--- src/kbrp_pkg.sv ---
// key bundle record parser package: section and verdict codes, record layout
// no dependencies
`timescale 1ns / 1ps
`default_nettype none
package kbrp_pkg;

  typedef enum logic [3:0] {
    SecVersion  = 4'd0,
    SecClientId = 4'd1,
    SecIdAlg    = 4'd2,
    SecIdLen    = 4'd3,
    SecIdKey    = 4'd4,
    SecKexAlg   = 4'd5,
    SecKexLen   = 4'd6,
    SecKexKey   = 4'd7,
    SecExpiry   = 4'd8,
    SecFpAlg    = 4'd9,
    SecFpLen    = 4'd10,
    SecFp       = 4'd11,
    SecSigAlg   = 4'd12,
    SecSigLen   = 4'd13,
    SecSig      = 4'd14,
    SecDone     = 4'd15
  } section_e;

  typedef enum logic [2:0] {
    VerdictPending   = 3'd0,
    VerdictOk        = 3'd1,
    VerdictTruncated = 3'd2,
    VerdictZeroLen   = 3'd3,
    VerdictTrailing  = 3'd4
  } verdict_e;

  localparam int unsigned ByteW = 8;
  localparam int unsigned OffW  = 16;

  typedef struct packed {
    logic [ByteW-1:0] data;
    logic             last;
  } in_item_t;

  typedef struct packed {
    section_e         section;
    logic [ByteW-1:0] data;
    logic [OffW-1:0]  offset;
    verdict_e         verdict;
  } result_t;

  // fixed section size, zero for a payload sized by the preceding length field
  function automatic logic [OffW-1:0] section_size(section_e s);
    logic [OffW-1:0] size;
    unique case (s)
      SecVersion, SecIdAlg, SecKexAlg, SecFpAlg, SecSigAlg: size = OffW'(1);
      SecClientId:                                         size = OffW'(4);
      SecIdLen, SecKexLen, SecFpLen, SecSigLen:            size = OffW'(2);
      SecExpiry:                                           size = OffW'(8);
      SecIdKey, SecKexKey, SecFp, SecSig, SecDone:         size = '0;
      default:                                             size = '0;
    endcase
    return size;
  endfunction

  function automatic logic is_length_section(section_e s);
    return (s == SecIdLen) || (s == SecKexLen) || (s == SecFpLen) || (s == SecSigLen);
  endfunction

endpackage
`default_nettype wire

--- src/kbrp_in_stage.sv ---
// input register stage of the key bundle record parser
// depends on kbrp_pkg
`timescale 1ns / 1ps
`default_nettype none
module kbrp_in_stage (
  input  wire logic              clk_i,
  input  wire logic              rst_ni,
  input  wire logic              valid_i,
  input  wire logic [7:0]        data_byte_i,
  input  wire logic              last_byte_i,
  input  wire logic              advance_i,
  output logic                   stall_o,
  output logic                   valid_o,
  output kbrp_pkg::in_item_t     item_o
);
  import kbrp_pkg::*;

  logic     valid_q, valid_d;
  logic     accept;
  in_item_t item_q;

  assign stall_o = valid_q & ~advance_i;
  assign accept  = valid_i & ~stall_o;

  always_comb begin
    valid_d = valid_q;
    if (accept) begin
      valid_d = 1'b1;
    end else if (advance_i) begin
      valid_d = 1'b0;
    end
  end

  always_ff @(posedge clk_i or negedge rst_ni) begin
    if (!rst_ni) begin
      valid_q <= 1'b0;
    end else begin
      valid_q <= valid_d;
    end
  end

  always_ff @(posedge clk_i) begin
    if (accept) begin
      item_q.data <= data_byte_i;
      item_q.last <= last_byte_i;
    end
  end

  assign valid_o = valid_q;
  assign item_o  = item_q;

endmodule
`default_nettype wire

--- src/kbrp_parse.sv ---
// parse state and per-byte tagging of the key bundle record parser
// depends on kbrp_pkg
`timescale 1ns / 1ps
`default_nettype none
module kbrp_parse (
  input  wire logic               clk_i,
  input  wire logic               rst_ni,
  input  wire logic               advance_i,
  input  wire kbrp_pkg::in_item_t item_i,
  output kbrp_pkg::result_t       result_o
);
  import kbrp_pkg::*;

  section_e        sec_q, sec_d;
  logic [OffW-1:0] off_q, off_d;
  logic [OffW-1:0] len_q, len_d;
  verdict_e        err_q, err_d;
  logic [OffW-1:0] size;
  logic [OffW:0]   off_next;
  logic            len_sec;

  assign len_sec  = is_length_section(sec_q);
  assign off_next = {1'b0, off_q} + (OffW+1)'(1);

  always_comb begin
    sec_d = sec_q;
    off_d = off_q;
    len_d = len_q;
    err_d = err_q;
    size  = section_size(sec_q);
    result_o.section = SecDone;
    result_o.data    = item_i.data;
    result_o.offset  = '0;
    result_o.verdict = VerdictPending;

    if (err_q != VerdictPending) begin
      // error latched, byte ignored
    end else if (sec_q == SecDone) begin
      err_d = VerdictTrailing;
    end else begin
      result_o.section = sec_q;
      result_o.offset  = off_q;
      if (len_sec) begin
        if (off_q == '0) begin
          len_d = {item_i.data, 8'h00};
        end else begin
          len_d = len_q | {8'h00, item_i.data};
        end
      end
      if (size == '0) begin
        size = len_d;
      end
      if (off_next >= {1'b0, size}) begin
        if (len_sec && (len_d == '0)) begin
          err_d = VerdictZeroLen;
        end else begin
          sec_d = section_e'(sec_q + 4'd1);
          off_d = '0;
        end
      end else begin
        off_d = off_next[OffW-1:0];
      end
    end

    if (item_i.last) begin
      priority if (err_d != VerdictPending) begin
        result_o.verdict = err_d;
      end else if (sec_d == SecDone) begin
        result_o.verdict = VerdictOk;
      end else begin
        result_o.verdict = VerdictTruncated;
      end
      sec_d = SecVersion;
      off_d = '0;
      len_d = '0;
      err_d = VerdictPending;
    end
  end

  always_ff @(posedge clk_i or negedge rst_ni) begin
    if (!rst_ni) begin
      sec_q <= SecVersion;
      off_q <= '0;
      len_q <= '0;
      err_q <= VerdictPending;
    end else if (advance_i) begin
      sec_q <= sec_d;
      off_q <= off_d;
      len_q <= len_d;
      err_q <= err_d;
    end
  end

endmodule
`default_nettype wire

--- src/kbrp_out_stage.sv ---
// result register stage of the key bundle record parser
// depends on kbrp_pkg
`timescale 1ns / 1ps
`default_nettype none
module kbrp_out_stage (
  input  wire logic              clk_i,
  input  wire logic              rst_ni,
  input  wire logic              valid_i,
  input  wire kbrp_pkg::result_t result_i,
  input  wire logic              stall_i,
  output logic                   advance_o,
  output logic                   valid_o,
  output kbrp_pkg::result_t      result_o
);
  import kbrp_pkg::*;

  logic    valid_q, valid_d;
  result_t result_q;

  assign advance_o = valid_i & (~valid_q | ~stall_i);

  always_comb begin
    valid_d = valid_q;
    if (advance_o) begin
      valid_d = 1'b1;
    end else if (!stall_i) begin
      valid_d = 1'b0;
    end
  end

  always_ff @(posedge clk_i or negedge rst_ni) begin
    if (!rst_ni) begin
      valid_q <= 1'b0;
    end else begin
      valid_q <= valid_d;
    end
  end

  always_ff @(posedge clk_i) begin
    if (advance_o) begin
      result_q <= result_i;
    end
  end

  assign valid_o  = valid_q;
  assign result_o = result_q;

endmodule
`default_nettype wire

--- src/key_bundle_record_parser_unit.sv ---
// key bundle record parser: tags each byte with its section and offset, and the last byte with a verdict
// throughput 1 byte per cycle while out_stall_i is low
// each byte passes through one input register, then one result register, around the per-byte tagging logic
// asynchronous active-low reset returns the parser to the version byte, no error latched
// depends on kbrp_pkg, kbrp_in_stage, kbrp_parse, kbrp_out_stage
`timescale 1ns / 1ps
`default_nettype none
module key_bundle_record_parser_unit (
  input  wire logic       clk_i,
  input  wire logic       rst_ni,
  input  wire logic       in_valid_i,
  output logic            in_stall_o,
  input  wire logic [7:0] data_byte_i,
  input  wire logic       last_byte_i,
  output logic            out_valid_o,
  input  wire logic       out_stall_i,
  output logic [3:0]      section_o,
  output logic [7:0]      byte_out_o,
  output logic [15:0]     section_offset_o,
  output logic [2:0]      verdict_o
);
  import kbrp_pkg::*;

  logic     item_valid;
  logic     advance;
  in_item_t item;
  result_t  result_next;
  result_t  result;

  kbrp_in_stage u_in_stage (
    .clk_i       (clk_i),
    .rst_ni      (rst_ni),
    .valid_i     (in_valid_i),
    .data_byte_i (data_byte_i),
    .last_byte_i (last_byte_i),
    .advance_i   (advance),
    .stall_o     (in_stall_o),
    .valid_o     (item_valid),
    .item_o      (item)
  );

  kbrp_parse u_parse (
    .clk_i     (clk_i),
    .rst_ni    (rst_ni),
    .advance_i (advance),
    .item_i    (item),
    .result_o  (result_next)
  );

  kbrp_out_stage u_out_stage (
    .clk_i     (clk_i),
    .rst_ni    (rst_ni),
    .valid_i   (item_valid),
    .result_i  (result_next),
    .stall_i   (out_stall_i),
    .advance_o (advance),
    .valid_o   (out_valid_o),
    .result_o  (result)
  );

  assign section_o        = result.section;
  assign byte_out_o       = result.data;
  assign section_offset_o = result.offset;
  assign verdict_o        = result.verdict;

endmodule
`default_nettype wire
--- config.mk ---
export PLATFORM = sky130hd
export DESIGN_NAME = key_bundle_record_parser_unit
export DESIGN_NICKNAME = d
export VERILOG_FILES = /design/src/kbrp_pkg.sv /design/src/kbrp_in_stage.sv /design/src/kbrp_parse.sv /design/src/kbrp_out_stage.sv /design/src/key_bundle_record_parser_unit.sv
export SDC_FILE = /design/constraint.sdc
export NUM_CORES = 1
export LEC_CHECK = 0
export BUFFER_PORTS_ARGS = -buffer_cell sky130_fd_sc_hd__buf_4
export CAP_MARGIN = 25
export CORE_MARGIN = 10
export CORE_UTILIZATION = 50
export DETAILED_ROUTE_END_ITERATION = 10
export GPL_TIMING_DRIVEN = 0
export PLACE_DENSITY = 0.66
export RECOVER_POWER = 25
export SLEW_MARGIN = 20
export SYNTH_ARGS = -nofsm -noshare
export SYNTH_HDL_FRONTEND = slang
export SYNTH_HIERARCHICAL = 1
export SYNTH_SLANG_ARGS = --single-unit
export TNS_END_PERCENT = 10
--- constraint.sdc ---
create_clock -name clk_i -period 11.75 [get_ports clk_i]
set_clock_uncertainty 0.2 [all_clocks]
set_input_delay 0.5875 -clock clk_i [delete_from_list [all_inputs] [get_ports clk_i]]
set_output_delay 0.5875 -clock clk_i [all_outputs]
set_load 0.02 [all_outputs]
==> metrics <==
status finished, violations left; failing checks max-capacitance violations, max-slew violations; fin area between 5000 and 6000 um2; global-route wire length before repair ~17,000 um; Pre-antenna DRT Iters 5; Total GRT Usage approximately 16%; Tmin final roughly 4.8 ns; die area about 13,000 um2; Netlist Area Pre-Place 4527 um2; RSZ-0062 raised after global routing false; Setup CP Type reg2reg; synthesized net count roughly 460; RePlAce Congestion approximately 0.86; clock latency on the worst-skew pair about 0.35 ns; DP Wirelength approximately 7700 um; core area between 8000 and 9000 um2; HP Class in2reg; CTS Sinks between 80 and 90; Post-CTS Setup Repair Bufs 0; port bufs 45; First DRT Iteration DRCs 170; CTS tree yes; fmax about 210 MHz; period utilization approximately two fifths; n_diodes 0; I/O Pins 46; Ys Warns 6; vias post-DR 3,459; Reg2Reg Setup Slack between 6 and 7 ns; Peak supply drop 0.08853 mV; static leakage around 2.3 nW; Via density 5.833; register area share after synthesis between 40% and 50%; FILL cells about 760; Slew Viols, Final between 40 and 50; Final Util between 50% and 60%; Total Power 0.7895 mW; Post-route DRC 0; total negative slack 0 ns; CP max FO 10; Initial Utilization slightly above 50%; Cell Count Post-Placement roughly 580; CTS max path bufs 2; Final Hold Viols 0; crit start category register; layout cells sized above 1 a little under a quarter; Root Buffer clkbuf_8; dominant synthesized flop cell dfrtp_1; area of the multi-input gates about 2100 um2; total gr overflow 0; H-tree levels 3; Core Rows 34; final setup vio count 0; CTS Buf Count 9; Power Density between 150 and 200 nW/um2; synth unique cells 66; post-synthesis register bit count between 80 and 90; number of synthesized flops with an enable pin 40; WL/cell around 17 um; Relative slew margins -50.30%; Worst-Margin Slew around 2.3 ns; antenna-violating nets left 0; max_cap viols 1; Reg clk slew, reported paths around 0.08 ns; Req. time, crit path approximately 12 ns; Die Y 115.2 um; cts-stage hold buffer count 0; Chip Width 115.2 um; async set or reset register ratio after synthesis about half; Post-CTS Resized 0; Total Wirelength between 10,000 and 15,000 um; vias in the first global route about 3,500; initial antenna violation count 0; largest net degree at the start of global routing 42; CP arrival 4.79 ns; Syn Inst Count between 400 and 500; FF/Latch Area 2227 um2; Non-Filler Instances 593; CP endpoint kind register; Avg Inst Size Synth 10.70 um2; commonest non-fill, non-tap cells in the layout nand2_1 (48), buf_4 (45), dfrtp_1 (41); commonest non-fill, non-tap cell in the layout nand2_1; area grow syn2layout 14.81%; Final Net Count roughly 520; placed inst area roughly 5000 um2
-- flip-flops by register name (all words and copies together), names as in the netlist --
name	cells
u_in_stage/item_o	9
u_in_stage/valid_o	1
u_out_stage/result_o	31
u_out_stage/valid_o	1
u_parse/err_q	3
u_parse/len_q	16
u_parse/off_q	16
u_parse/sec_q	4
-- cell type report --
class / instances / share of cell area, %
sequential: 81 / 42.85
multi-input combinational: 305 / 40.13
timing repair buffer: 46 / 6.957
buffer: 27 / 3.539
clock buffer: 12 / 2.792
tap: 108 / 2.600
inverter: 10 / 0.7222
clock inverter: 4 / 0.4092
-- final timing paths --
check	from	end	cells past startpoint
worst min register to register	u_parse/len_q[7]	u_parse/len_q[7]	2
max in group asynchronous	rst_ni	u_parse/off_q[10]	1
worst max register to register	u_parse/sec_q[0]	u_parse/off_q[10]	19
worst max-delay path	u_parse/sec_q[0]	u_parse/off_q[10]	19
min in group asynchronous	rst_ni	u_parse/off_q[11]	1
worst min-delay path	data_byte_i[7]	u_in_stage/item_o[8]	1
-- cells in the mapped netlist, types with 6 or more instances --
cell      instances  area [um2]
a21o_1            7       52.55
buf_4            10       75.07
mux2_2            9       101.4
xnor2_1           8       70.07
nand2b_1          6       37.54
inv_1            10       37.54
o21ai_0          11       55.05
nand4_1          12       75.07
edfxtp_1         40        1201
a22o_2            7       70.07
ha_1             23       287.8
nand3_1          20       100.1
a22o_1            9       78.83
nand2_1          48       180.2
nor4_1            8       50.05
xor2_1            6       52.55
nor2_1           26       97.59
clkbuf_1         10       37.54
dfrtp_1          41        1026
a21oi_1          22       110.1
nor3_1            7       35.03
and3_1           16       100.1
-- logic make-up (layout without fill, tap and decap cells) --
| family | count (synthesis) | in the layout | share of synthesized area (%) |
|---|---|---|---|
| buffers and inverters | 37 | 99 | 4.892 |
| AND/OR/NAND/NOR | 168 | 168 | 19.57 |
| multiplexers | 10 | 10 | 2.460 |
| XOR/XNOR | 14 | 14 | 2.709 |
| AO/OA/AOI/OAI | 90 | 90 | 14.81 |
| flip-flops | 81 | 81 | 49.20 |
| adder cells (fa/ha/maj) | 23 | 23 | 6.357 |
-- through the flow --
stage | hold slack [ns] | worst slack (ns)
finish | 0.2352 | 6.981
floorplan | 0.09191 | 7.642
global placement | 0.3081 | 7.065
global route | 0.2041 | 6.687
CTS | 0.02587 | 6.954
detailed placement | 0.3134 | 6.988
-- report_power, final --
part           switching [mW]  internal (mW)
combinational           0.162          0.108
clock                  0.0927         0.0813
sequential             0.0216          0.324
-- worst max-delay path, cell delays in order (launching register included) --
cell and delay (ns):
dfrtp_1 0.47, inv_1 0.14, ha_1 0.23, a21oi_1 0.21, nand2_1 0.14, and2_1 0.17
buf_6 0.13, nand2_1 0.16, clkbuf_1 0.44, mux2_2 0.26, nand2_1 0.06, ha_1 0.30
and4_1 0.16, nand4_1 0.15, o221a_2 0.36, and3_4 0.19, buf_6 0.14, o31ai_4 0.43
buf_6 0.21, o21ai_0 0.09
-- routing by layer --
layer	part of all wire [%]	global-route usage, %
met5	0	0
met4	1.2	4.703
met3	6.3	4.427
met2	48	26.28
met1	44	20.42
Power figures use the tool's default switching activity.
